### src/rtl/cbpa_pkg.sv
// package for the contiguous block pool allocator
// holds widths, codes, payload structs and helper functions; no dependencies
`default_nettype none

package cbpa_pkg;

    localparam int MAX_BLOCKS = 64;
    localparam int BLK_W      = $clog2(MAX_BLOCKS);
    localparam int CNT_W      = $clog2(MAX_BLOCKS + 1);
    localparam int ENT_W      = CNT_W + 1;

    localparam int BB_W     = 17;
    localparam int NB_W     = 7;
    localparam int REQ_W    = 23;
    localparam int OFF_W    = 22;
    localparam int STAT_W   = 2;
    localparam int START_W  = 6;
    localparam int RUN_W    = 7;
    localparam int FREE_W   = 7;
    localparam int CFG_W    = 17;
    localparam int CFG_IDX_W = 1;
    localparam int DIVD_W   = REQ_W;

    localparam logic [BB_W-1:0] BB_RESET = BB_W'(64);
    localparam logic [NB_W-1:0] NB_RESET = NB_W'(64);

    typedef enum logic {
        OP_ALLOC = 1'b0,
        OP_FREE  = 1'b1
    } op_t;

    typedef enum logic [STAT_W-1:0] {
        ST_OK       = 2'd0,
        ST_NO_SPACE = 2'd1,
        ST_BAD_OFF  = 2'd2,
        ST_NOT_BUSY = 2'd3
    } status_t;

    localparam logic [CFG_IDX_W-1:0] CFG_BLOCK_BYTES   = 1'b0;
    localparam logic [CFG_IDX_W-1:0] CFG_BLOCKS_IN_USE = 1'b1;

    typedef struct packed {
        logic             operation;
        logic [REQ_W-1:0] request_bytes;
        logic [OFF_W-1:0] byte_offset;
    } in_t;

    typedef struct packed {
        logic [STAT_W-1:0]  status;
        logic [START_W-1:0] start_block;
        logic [RUN_W-1:0]   run_blocks;
        logic [FREE_W-1:0]  free_blocks;
    } out_t;

    // block count with zero taken as one and saturation at the pool size
    function automatic logic [CNT_W-1:0] eff_blocks(input logic [NB_W-1:0] nb);
        logic [CNT_W-1:0] r;
        if (nb == '0) begin
            r = CNT_W'(1);
        end else if (32'(nb) > MAX_BLOCKS) begin
            r = CNT_W'(MAX_BLOCKS);
        end else begin
            r = CNT_W'(nb);
        end
        return r;
    endfunction

endpackage

`default_nettype wire

### src/rtl/cbpa_ram.sv
// generic simple dual port ram, one write and one registered read port
// no dependencies
`default_nettype none

module cbpa_ram #(
    parameter int WIDTH = 8,
    parameter int DEPTH = 64
) (
    input  wire logic                     aclk,
    input  wire logic                     we,
    input  wire logic [$clog2(DEPTH)-1:0] waddr,
    input  wire logic [WIDTH-1:0]         wdata,
    input  wire logic                     re,
    input  wire logic [$clog2(DEPTH)-1:0] raddr,
    output logic      [WIDTH-1:0]         rdata
);

    logic [WIDTH-1:0] mem [DEPTH];
    logic [WIDTH-1:0] rdata_reg;

    always_ff @(posedge aclk) begin
        if (we) begin
            mem[waddr] <= wdata;
        end
        if (re) begin
            rdata_reg <= mem[raddr];
        end
    end

    assign rdata = rdata_reg;

endmodule

`default_nettype wire

### src/rtl/cbpa_div.sv
// restoring divider, one quotient bit per cycle
// uses cbpa_pkg for operand widths
`default_nettype none

module cbpa_div
    import cbpa_pkg::*;
(
    input  wire logic              aclk,
    input  wire logic              aresetn,
    input  wire logic              start,
    input  wire logic [DIVD_W-1:0] dividend,
    input  wire logic [BB_W-1:0]   divisor,
    output logic                   done,
    output logic      [DIVD_W-1:0] quotient,
    output logic      [BB_W-1:0]   remainder
);

    localparam int ITER_W = $clog2(DIVD_W);

    logic              busy_reg, busy_next;
    logic              done_reg, done_next;
    logic [ITER_W-1:0] cnt_reg, cnt_next;
    logic [DIVD_W-1:0] quo_reg, quo_next;
    logic [BB_W-1:0]   rem_reg, rem_next;
    logic [BB_W-1:0]   dsr_reg, dsr_next;
    logic [BB_W:0]     trial;
    logic [BB_W:0]     diff;
    logic              ge;

    assign trial = {rem_reg, quo_reg[DIVD_W-1]};
    assign ge    = trial >= {1'b0, dsr_reg};
    assign diff  = trial - {1'b0, dsr_reg};

    always_comb begin
        busy_next = busy_reg;
        done_next = 1'b0;
        cnt_next  = cnt_reg;
        quo_next  = quo_reg;
        rem_next  = rem_reg;
        dsr_next  = dsr_reg;
        if (start) begin
            busy_next = 1'b1;
            cnt_next  = '0;
            quo_next  = dividend;
            rem_next  = '0;
            dsr_next  = divisor;
        end else if (busy_reg) begin
            rem_next = ge ? diff[BB_W-1:0] : trial[BB_W-1:0];
            quo_next = {quo_reg[DIVD_W-2:0], ge};
            if (cnt_reg == ITER_W'(DIVD_W - 1)) begin
                busy_next = 1'b0;
                done_next = 1'b1;
            end else begin
                cnt_next = cnt_reg + 1'b1;
            end
        end
    end

    always_ff @(posedge aclk) begin
        if (!aresetn) begin
            busy_reg <= 1'b0;
            done_reg <= 1'b0;
            cnt_reg  <= '0;
        end else begin
            busy_reg <= busy_next;
            done_reg <= done_next;
            cnt_reg  <= cnt_next;
        end
        quo_reg <= quo_next;
        rem_reg <= rem_next;
        dsr_reg <= dsr_next;
    end

    assign done      = done_reg;
    assign quotient  = quo_reg;
    assign remainder = rem_reg;

endmodule

`default_nettype wire

### src/rtl/contiguous_block_pool_allocator_core.sv
// contiguous block pool allocator, first fit over a block state ram
// uses cbpa_pkg, cbpa_ram (block state per entry) and cbpa_div (size and offset division)
// allocate divides the size, then scans block states one block a cycle and writes
//   the run one block a cycle; free divides the offset, reads the start entry,
//   checks the run and clears it one block a cycle; the result is then registered
// one request at a time
// reset and every blocks_in_use write start a ram clearing pass over all 64 entries
`default_nettype none

module contiguous_block_pool_allocator_core
    import cbpa_pkg::*;
(
    input  wire logic                 aclk,
    input  wire logic                 aresetn,
    input  wire logic                 cfg_we,
    input  wire logic [CFG_IDX_W-1:0] cfg_index,
    input  wire logic [CFG_W-1:0]     cfg_wdata,
    input  wire logic                 s_valid,
    output logic                      s_ready,
    input  wire in_t                  s_data,
    output logic                      m_valid,
    input  wire logic                 m_ready,
    output out_t                      m_data
);

    typedef enum logic [9:0] {
        S_IDLE = 10'b0000000001,
        S_DIV  = 10'b0000000010,
        S_SCAN = 10'b0000000100,
        S_AWR  = 10'b0000001000,
        S_FRD  = 10'b0000010000,
        S_FLEN = 10'b0000100000,
        S_FCHK = 10'b0001000000,
        S_FCLR = 10'b0010000000,
        S_RESP = 10'b0100000000,
        S_CLR  = 10'b1000000000
    } state_t;

    state_t state_reg, state_next;

    logic [BB_W-1:0]  block_bytes_reg, block_bytes_next;
    logic [NB_W-1:0]  blocks_reg, blocks_next;
    logic [CNT_W-1:0] free_reg, free_next;
    in_t              in_reg, in_next;

    logic [CNT_W-1:0] addr_reg, addr_next;
    logic             pend_reg, pend_next;
    logic [CNT_W-1:0] pidx_reg, pidx_next;
    logic [CNT_W-1:0] run_reg, run_next;
    logic [CNT_W-1:0] start_reg, start_next;
    logic [CNT_W-1:0] need_reg, need_next;
    logic [CNT_W-1:0] end_reg, end_next;
    logic [CNT_W-1:0] wr_reg, wr_next;
    logic [CNT_W-1:0] wcnt_reg, wcnt_next;

    logic [STAT_W-1:0]  rs_status_reg, rs_status_next;
    logic [START_W-1:0] rs_start_reg, rs_start_next;
    logic [RUN_W-1:0]   rs_run_reg, rs_run_next;

    logic m_valid_reg, m_valid_next;
    out_t m_data_reg, m_data_next;

    logic [CNT_W-1:0]  n_eff;
    logic [BB_W-1:0]   bb_eff;
    logic              div_start;
    logic [DIVD_W-1:0] div_dividend;
    logic              div_done;
    logic [DIVD_W-1:0] div_q;
    logic [BB_W-1:0]   div_r;
    logic [DIVD_W:0]   need_wide;

    logic             ram_we, ram_re;
    logic [BLK_W-1:0] ram_waddr, ram_raddr;
    logic [ENT_W-1:0] ram_wdata, ram_rdata;
    logic             ent_busy;
    logic [CNT_W-1:0] ent_len;
    logic [CNT_W-1:0] run_inc;

    assign n_eff    = eff_blocks(blocks_reg);
    assign bb_eff   = (block_bytes_reg == '0) ? BB_W'(1) : block_bytes_reg;
    assign ent_busy = ram_rdata[CNT_W];
    assign ent_len  = ram_rdata[CNT_W-1:0];
    assign run_inc  = run_reg + 1'b1;

    assign need_wide = {1'b0, div_q} + {{DIVD_W{1'b0}}, div_r != '0};

    assign s_ready      = state_reg == S_IDLE;
    assign div_start    = s_valid && s_ready;
    assign div_dividend = (s_data.operation == OP_FREE) ?
                          {{(DIVD_W-OFF_W){1'b0}}, s_data.byte_offset} : s_data.request_bytes;

    cbpa_div u_div (
        .aclk      (aclk),
        .aresetn   (aresetn),
        .start     (div_start),
        .dividend  (div_dividend),
        .divisor   (bb_eff),
        .done      (div_done),
        .quotient  (div_q),
        .remainder (div_r)
    );

    cbpa_ram #(
        .WIDTH (ENT_W),
        .DEPTH (MAX_BLOCKS)
    ) u_ram (
        .aclk  (aclk),
        .we    (ram_we),
        .waddr (ram_waddr),
        .wdata (ram_wdata),
        .re    (ram_re),
        .raddr (ram_raddr),
        .rdata (ram_rdata)
    );

    always_comb begin
        logic [CNT_W:0] fend;
        state_next       = state_reg;
        block_bytes_next = block_bytes_reg;
        blocks_next      = blocks_reg;
        free_next        = free_reg;
        in_next          = in_reg;
        addr_next        = addr_reg;
        pend_next        = 1'b0;
        pidx_next        = pidx_reg;
        run_next         = run_reg;
        start_next       = start_reg;
        need_next        = need_reg;
        end_next         = end_reg;
        wr_next          = wr_reg;
        wcnt_next        = wcnt_reg;
        rs_status_next   = rs_status_reg;
        rs_start_next    = rs_start_reg;
        rs_run_next      = rs_run_reg;
        m_valid_next     = m_valid_reg;
        m_data_next      = m_data_reg;
        ram_we           = 1'b0;
        ram_waddr        = wr_reg[BLK_W-1:0];
        ram_wdata        = '0;
        ram_re           = 1'b0;
        ram_raddr        = addr_reg[BLK_W-1:0];
        fend             = {1'b0, start_reg} + {1'b0, ent_len};

        if (m_valid_reg && m_ready) begin
            m_valid_next = 1'b0;
        end

        unique case (state_reg)
            S_IDLE: begin
                if (s_valid) begin
                    in_next    = s_data;
                    state_next = S_DIV;
                end
            end
            S_DIV: begin
                if (div_done) begin
                    rs_start_next = '0;
                    rs_run_next   = '0;
                    if (in_reg.operation == OP_ALLOC) begin
                        if (in_reg.request_bytes == '0 || free_reg == '0 ||
                            need_wide > (DIVD_W+1)'(free_reg)) begin
                            rs_status_next = ST_NO_SPACE;
                            state_next     = S_RESP;
                        end else begin
                            need_next  = need_wide[CNT_W-1:0];
                            addr_next  = '0;
                            run_next   = '0;
                            state_next = S_SCAN;
                        end
                    end else begin
                        if (div_q >= DIVD_W'(n_eff) || div_r != '0) begin
                            rs_status_next = ST_BAD_OFF;
                            state_next     = S_RESP;
                        end else begin
                            start_next = div_q[CNT_W-1:0];
                            state_next = S_FRD;
                        end
                    end
                end
            end
            S_SCAN: begin
                // reads are issued one ahead of the flags being examined
                if (addr_reg < n_eff) begin
                    ram_re    = 1'b1;
                    addr_next = addr_reg + 1'b1;
                    pend_next = 1'b1;
                    pidx_next = addr_reg;
                end
                if (pend_reg) begin
                    if (!ent_busy) begin
                        if (run_reg == '0) begin
                            start_next = pidx_reg;
                        end
                        run_next = run_inc;
                        if (run_inc == need_reg) begin
                            pend_next  = 1'b0;
                            wr_next    = (run_reg == '0) ? pidx_reg : start_reg;
                            wcnt_next  = '0;
                            state_next = S_AWR;
                        end
                    end else begin
                        run_next = '0;
                    end
                end else if (addr_reg >= n_eff) begin
                    rs_status_next = ST_NO_SPACE;
                    rs_start_next  = '0;
                    rs_run_next    = '0;
                    state_next     = S_RESP;
                end
            end
            S_AWR: begin
                ram_we    = 1'b1;
                ram_wdata = {1'b1, (wcnt_reg == '0) ? need_reg : CNT_W'(0)};
                wr_next   = wr_reg + 1'b1;
                wcnt_next = wcnt_reg + 1'b1;
                if (wcnt_reg == '0) begin
                    start_next = wr_reg;
                end
                if (wcnt_reg + 1'b1 == need_reg) begin
                    free_next      = free_reg - need_reg;
                    rs_status_next = ST_OK;
                    rs_start_next  = START_W'((wcnt_reg == '0) ? wr_reg : start_reg);
                    rs_run_next    = RUN_W'(need_reg);
                    state_next     = S_RESP;
                end
            end
            S_FRD: begin
                ram_re     = 1'b1;
                ram_raddr  = start_reg[BLK_W-1:0];
                state_next = S_FLEN;
            end
            S_FLEN: begin
                if (fend > {1'b0, n_eff}) begin
                    rs_status_next = ST_BAD_OFF;
                    state_next     = S_RESP;
                end else if (ent_len == '0) begin
                    rs_status_next = ST_NOT_BUSY;
                    state_next     = S_RESP;
                end else begin
                    need_next  = ent_len;
                    end_next   = fend[CNT_W-1:0];
                    addr_next  = start_reg;
                    state_next = S_FCHK;
                end
            end
            S_FCHK: begin
                if (addr_reg < end_reg) begin
                    ram_re    = 1'b1;
                    addr_next = addr_reg + 1'b1;
                    pend_next = 1'b1;
                    pidx_next = addr_reg;
                end
                if (pend_reg) begin
                    if (!ent_busy) begin
                        pend_next      = 1'b0;
                        rs_status_next = ST_NOT_BUSY;
                        state_next     = S_RESP;
                    end else if (pidx_reg == end_reg - 1'b1) begin
                        pend_next  = 1'b0;
                        wr_next    = start_reg;
                        wcnt_next  = '0;
                        state_next = S_FCLR;
                    end
                end
            end
            S_FCLR: begin
                ram_we    = 1'b1;
                wr_next   = wr_reg + 1'b1;
                wcnt_next = wcnt_reg + 1'b1;
                if (wcnt_reg + 1'b1 == need_reg) begin
                    free_next      = free_reg + need_reg;
                    rs_status_next = ST_OK;
                    rs_start_next  = START_W'(start_reg);
                    rs_run_next    = RUN_W'(need_reg);
                    state_next     = S_RESP;
                end
            end
            S_RESP: begin
                if (!m_valid_reg || m_ready) begin
                    m_valid_next             = 1'b1;
                    m_data_next.status       = rs_status_reg;
                    m_data_next.start_block  = rs_start_reg;
                    m_data_next.run_blocks   = rs_run_reg;
                    m_data_next.free_blocks  = FREE_W'(free_reg);
                    state_next               = S_IDLE;
                end
            end
            S_CLR: begin
                ram_we  = 1'b1;
                wr_next = wr_reg + 1'b1;
                if (wr_reg == CNT_W'(MAX_BLOCKS - 1)) begin
                    state_next = S_IDLE;
                end
            end
            default: begin
                state_next = S_CLR;
            end
        endcase

        if (cfg_we) begin
            priority case (cfg_index)
                CFG_BLOCK_BYTES: begin
                    block_bytes_next = cfg_wdata[BB_W-1:0];
                end
                CFG_BLOCKS_IN_USE: begin
                    blocks_next = cfg_wdata[NB_W-1:0];
                    free_next   = eff_blocks(cfg_wdata[NB_W-1:0]);
                    wr_next     = '0;
                    state_next  = S_CLR;
                end
                default: begin
                end
            endcase
        end
    end

    always_ff @(posedge aclk) begin
        if (!aresetn) begin
            state_reg       <= S_CLR;
            block_bytes_reg <= BB_RESET;
            blocks_reg      <= NB_RESET;
            free_reg        <= eff_blocks(NB_RESET);
            wr_reg          <= '0;
            pend_reg        <= 1'b0;
            m_valid_reg     <= 1'b0;
        end else begin
            state_reg       <= state_next;
            block_bytes_reg <= block_bytes_next;
            blocks_reg      <= blocks_next;
            free_reg        <= free_next;
            wr_reg          <= wr_next;
            pend_reg        <= pend_next;
            m_valid_reg     <= m_valid_next;
        end
        in_reg        <= in_next;
        addr_reg      <= addr_next;
        pidx_reg      <= pidx_next;
        run_reg       <= run_next;
        start_reg     <= start_next;
        need_reg      <= need_next;
        end_reg       <= end_next;
        wcnt_reg      <= wcnt_next;
        rs_status_reg <= rs_status_next;
        rs_start_reg  <= rs_start_next;
        rs_run_reg    <= rs_run_next;
        m_data_reg    <= m_data_next;
    end

    assign m_valid = m_valid_reg;
    assign m_data  = m_data_reg;

    a_free_bound: assert property (@(posedge aclk) disable iff (!aresetn)
        32'(free_reg) <= MAX_BLOCKS)
        else $error("free count above pool size");

    a_write_state: assert property (@(posedge aclk) disable iff (!aresetn)
        ram_we |-> (state_reg == S_AWR || state_reg == S_FCLR || state_reg == S_CLR))
        else $error("ram write outside a write pass");

    a_div_done: assert property (@(posedge aclk) disable iff (!aresetn)
        div_done |-> (state_reg == S_DIV || state_reg == S_CLR))
        else $error("divider result with no request waiting");

    a_resp_hold: assert property (@(posedge aclk) disable iff (!aresetn)
        (state_reg == S_RESP && m_valid_reg && !m_ready && !cfg_we) |=> state_reg == S_RESP)
        else $error("result dropped while output stalled");

endmodule

`default_nettype wire
### config.mk
export PLATFORM = sky130hd
export DESIGN_NAME = contiguous_block_pool_allocator_core
export DESIGN_NICKNAME = d
export VERILOG_FILES = /design/src/rtl/cbpa_pkg.sv /design/src/rtl/cbpa_ram.sv /design/src/rtl/cbpa_div.sv /design/src/rtl/contiguous_block_pool_allocator_core.sv
export SDC_FILE = /design/constraint.sdc
export NUM_CORES = 1
export LEC_CHECK = 0
export CAP_MARGIN = 0
export CORE_AREA = 2 2 278 280
export CTS_BUF_LIST = sky130_fd_sc_hd__clkbuf_4
export CTS_CLUSTER_DIAMETER = 50
export DETAILED_ROUTE_END_ITERATION = 12
export DIE_AREA = 0 0 280 282
export DONT_BUFFER_PORTS = 1
export PLACE_DENSITY_LB_ADDON = 0.3
export SYNTH_ARGS = -nofsm -noshare
export SYNTH_HDL_FRONTEND = slang
export SYNTH_HIERARCHICAL = 1
export SYNTH_SLANG_ARGS = --single-unit
### constraint.sdc
create_clock -name aclk -period 13.3 [get_ports aclk]
set_input_delay 1.995 -clock aclk [delete_from_list [all_inputs] [get_ports aclk]]
set_output_delay 1.995 -clock aclk [all_outputs]
set_load 0.1 [all_outputs]
* Word-level counts from Yosys, hierarchy flattened
Memories as Yosys holds them, arrays and structs flattened. A register that Yosys moved wholly into a read port is not among the register bits. Cells that the tools add are included.
Cells by class: $add $sub $neg 11, $lt $le $gt $ge 9, equal/unequal tests 40, muxes and demuxes 123, bitwise logic cells 6, reduce and logical (&&, ||, !) cells 46
Operators with widths (count):
- $mux W7 | 50
- $mux W10 | 15
- $pmux W10 S9 | 1
- $pmux W7 S3 | 4
- $mux W23 | 3
- $pmux W7 S2 | 4
- $logic_not A7 Y1 | 6
- $ne A2 B2 Y1 const B | 19
- $mux W6 | 6
- $mux W9 | 4
- $add A7 B1 Y7 const B | 4
- $pmux W7 S4 | 1
- $add A23 B1 Y24 | 1
- $gt A24 B7 Y1 | 1
- $pmux W6 S4 | 1
- $ge A23 B7 Y1 | 1
- $logic_not A23 Y1 | 1
- $mux W2 | 11
- $eq A7 B7 Y1 | 3
- $ge A18 B17 Y1 | 1
- $mux W1 | 18
- $reduce_and A6 Y1 | 3
- $logic_not A17 Y1 | 1
- $mux W17 | 1
- other kinds (45) | 75
Storage, ports and cells: register bits after elaboration 224, RAM bits 512, input bits 69, output and inout bits 24, logic and storage cells 266, memories 1
Memory list:
- u_ram.mem | words 64, bits a word 8, read ports 1, clocked after memory_dff 1, write ports 1, line cbpa_ram.sv:18 | logic [WIDTH-1:0] mem [DEPTH];

* Longest topological paths before layout
word-level depth 11, gate-level depth with buffers 15, gate-level depth less buffers 15

* Modules after synthesis
Netlist, hierarchy kept.
By module, submodules not included:
- cbpa_ram | times used 1, cells each 972, area each 20270.7 um^2, seq. area each 15615.0 um^2
- contiguous_block_pool_allocator_core | times used 1, cells each 1050, area each 10067.2 um^2, seq. area each 4304.1 um^2
- cbpa_div | times used 1, cells each 331, area each 3609.7 um^2, seq. area each 1681.6 um^2

* Worst setup path after synthesis
Ideal clock, no wire load.
kind register to register, start point reg state_reg[3], end point reg u_div.quo_reg[0] (netlist: u_div/quotient[0]), enable pin, setup time 378 ps, arrival time 5798 ps, required time 12922 ps, slack 7124 ps, stages on the path, launching flop included 9, path buffers 2, clock period less this slack 6176 ps, cells stage by stage dfxtp_1 -> clkbuf_1 -> nor3_1 -> nand3_1 -> nor3b_1 -> and2_1 -> clkbuf_1 -> nor2_1 -> inv_1
On the way: word-level cells in the longest chain between the ends 3
Ends and longest elaborated chain:
- start: declaration | line contiguous_block_pool_allocator_core.sv:39 | state_t state_reg, state_next;
- start signal: assignment | line contiguous_block_pool_allocator_core.sv:327 | state_reg <= state_next;
- $eq A10 B1 Y1 | line contiguous_block_pool_allocator_core.sv:87 | assign s_ready = state_reg == S_IDLE;
- via s_ready | line contiguous_block_pool_allocator_core.sv:19 | output logic s_ready,
- $logic_and A1 B1 Y1 | line contiguous_block_pool_allocator_core.sv:88 | assign div_start = s_valid && s_ready;
- via div_start | line contiguous_block_pool_allocator_core.sv:65 | logic div_start;
- $reduce_bool A2 Y1 (no source line)
- end signal: assignment | line cbpa_div.sv:69 | quo_reg <= quo_next;
- end: declaration | line cbpa_div.sv:23 | logic [DIVD_W-1:0] quo_reg, quo_next;
The timed path passes the listed nets, and every way through them passes these cells. A chain may end at the register's enable or synchronous reset.

* Worst setup path after layout
start point reg state_reg[9], end point reg u_ram.rdata_reg[6] (netlist: u_ram/rdata[6]), read port of u_ram.mem (data pin)
On the way: word-level cells in the longest chain between the ends 2, elaborated cells on any way between the ends 5, those cells by class eq/ne: 3; mux: 2
Ends and longest elaborated chain:
- $eq A10 B5 Y1 | line contiguous_block_pool_allocator_core.sv:148 | unique case (state_reg)
- $mux W6 | line contiguous_block_pool_allocator_core.sv:148
- via ram_raddr[0] | line contiguous_block_pool_allocator_core.sv:73 | logic [BLK_W-1:0] ram_waddr, ram_raddr;
- end: declaration | line cbpa_ram.sv:19 | logic [WIDTH-1:0] rdata_reg;
The timed path passes the listed nets, and every way through them passes these cells.

==> run metrics <==
hold crit path type register to register; Net Switching 1000 uW; vias 21,648; FF-to-FF End u_ram/rdata[6]$_DFFE_PP_; total CTS buffers 189; Port-buffer cells 0; 1st-iter DRT viols 2,333; Startpoint Class register; Avg Vias per Cell 6.05; Root Buffer clkbuf_4; most frequent cells in the layout edfxtp_1, clkbuf_4, nor2_1; Final WS setup 6950 ps; Setup Viol. Count Final 0; hold path endpoint m_data[15]$_DFFE_PP_; ys flop type edfxtp_1; Min Clock Period, post-route 6350 ps; Max Cap Viol 0; Hold Buf Count CTS 0; ys async rst share 0%; initial antenna violation count 6; vias in the first global route 21,587; clk slew on worst S/H paths 60 ps; Hold Path Stages 0; worst vdd ir 0.0750 mV; sequential area share after synthesis 63.6%; Netlist Area Pre-Place 33,900 um2; outcome finished clean; yosys warns 6; CTS tree done; GPL Wtd Cong 0.898; final wirelength 89,200 um; cells on worst reg2reg path 11; register bit total from synthesis 744; fin crit share 47.7%; Clock Tree Buf Depth 3; Placement Setup Slack 6940 ps; CP required 14,090 ps; switch share 22.3%; WL per Instance 24.9 um; max FFs per register 512; synthesized net count 2,507; Worst Path Arrival 7140 ps; clk_skew 93.6 ps; EDFF count, synth 670; maximum clock rate 0.158 GHz; launch point of the worst reg-to-reg path state_reg[9]$_SDFF_PN1_; register-to-register setup slack 6950 ps; clock latency on the worst-skew pair 1070 ps; final antenna-violating net count 0; crit path kind register to register; clk sink count 744; die area 79,000 um2; die height 282 um; PD cells 121 nW/um2; Logic pwr share 1.4%; largest net degree at the start of global routing 75; share of cells above drive strength 1 21.5%; Die Width 280 um; commonest non-fill, non-tap cell in the layout edfxtp_1; nets 2,599; Cells after Synth 2,353; Area Overhead vs Synth 9.72%; final hold viol count 0; setup bufs post-CTS 0; setup TNS 0 ps; CP endpoint kind register; Leak 0.0125 uW; Yosys cell types 92; post-CTS resize count 0; Design Power 4510 uW; gr ovfl total 0; Reg power frac 56.3%; Avg Inst Size Synth 14.4 um2; Rows 101; internal power 3500 uW; Hold Path Origin rs_start_reg[1]$_DFFE_PP_; Least-Margin Pin Slew 1090 ps; H-tree depth 4; power share of the clock group 42.3%; Starting Density 44.8%; DRT Pass-1 Iters 6; Core Area 75,700 um2; drt drc 0; global-route wire length before repair 134,000 um; Final Max Tran Viols 0; IO Count 93; Worst Path Max Fanout 47; Worst slew margin 26.8%; gr usage total 22.7%; post-DP HPWL 59,500 um; unrepaired setup endpoints after global routing no
## final cells by class
cell class / count / area [um2]
clock buffer: 264 / 1980
inverter: 81 / 304
fill: 6462 / 38400
timing repair buffer: 26 / 215
sequential: 744 / 21600
clock inverter: 71 / 414
antenna: 9 / 22.5
multi-input combinational: 1403 / 11500
tap: 978 / 1220
## through the flow
step | hold WS (ps) | util, % | std cells | area (um2)
2_1_floorplan | 400 | - | 2353 | 33900
3_3_place_gp | 404 | 46.0 | 3232 | 34800
3_5_place_dp | 405 | 46.0 | 3232 | 34800
4_1_cts | 388 | 49.2 | 3567 | 37200
5_1_grt | 398 | 49.2 | 3576 | 37200
6_report | 361 | 49.2 | 3576 | 37200
## worst max-delay path, stage by stage (launching register included)
cell and delay, ps:
dfxtp_1 350, or4_4 570, nor3_1 410, nand4b_1 640, mux2_8 750, buf_4 790
buf_4 860, mux4_2 580, nor2b_1 150, a2111oi_2 420, nor3_1 160, a22o_1 250
## cells in the mapped netlist (24+ instances only)
master | instances | area [um2]
mux4_2 | 124 | 2790
nand4_1 | 29 | 181
nand2_1 | 146 | 548
edfxtp_1 | 670 | 20100
o22ai_1 | 30 | 188
nand3_1 | 65 | 325
o21ai_0 | 48 | 240
nor3_1 | 52 | 260
inv_1 | 76 | 285
nor2b_1 | 29 | 181
nor2_1 | 195 | 732
nor4_1 | 29 | 181
ha_1 | 81 | 1010
buf_2 | 24 | 120
xnor2_1 | 40 | 350
mux2i_1 | 35 | 350
clkbuf_1 | 75 | 282
xor2_1 | 25 | 219
mux2_2 | 59 | 664
a21oi_1 | 78 | 390
dfxtp_1 | 74 | 1480
## cells by family (layout without fill, tap and decap cells)
family	Yosys count	after routing	synth area share, %
multiplexers	219	219	11.3
other	0	9	0
adder cells (fa/ha/maj)	85	85	3.22
flip-flops	744	744	63.6
buffers and inverters	206	442	2.70
AO/OA/AOI/OAI	362	362	7.44
AND/OR/NAND/NOR	667	667	9.74
XOR/XNOR	70	70	2.01
## routing by layer
metal  track usage (%)  wire, um
met3              5.05      7090
met5                 0         0
met1              29.3     35900
met4              10.1      3290
met2              36.9     42900
## power by group through the flow
| stage | clock (uW) | sequential [uW] | combinational, uW |
|---|---|---|---|
| 2_1_floorplan | 0 | 2580 | 48.4 |
| 3_3_place_gp | 0 | 2590 | 63.5 |
| 3_5_place_dp | 0 | 2590 | 64.4 |
| 4_1_cts | 1960 | 2540 | 65.0 |
| 5_1_grt | 2080 | 2540 | 70.8 |
| 6_report | 1910 | 2540 | 65.1 |
## worst max path at each step
stage | start | endpoint | cells after the start
6_report | state_reg[9]$_SDFF_PN1_ | u_ram/rdata[6]$_DFFE_PP_ | 11
2_1_floorplan | state_reg[3]$_SDFF_PN0_ | u_div/quotient[0]$_DFFE_PP_ | 8
3_5_place_dp | state_reg[9]$_SDFF_PN1_ | u_ram/rdata[6]$_DFFE_PP_ | 11
4_1_cts | state_reg[9]$_SDFF_PN1_ | u_ram/rdata[6]$_DFFE_PP_ | 11
3_3_place_gp | state_reg[9]$_SDFF_PN1_ | u_ram/rdata[6]$_DFFE_PP_ | 11
5_1_grt | state_reg[9]$_SDFF_PN1_ | u_ram/rdata[0]$_DFFE_PP_ | 11
Note: power is estimated with default switching activity, not from simulation.
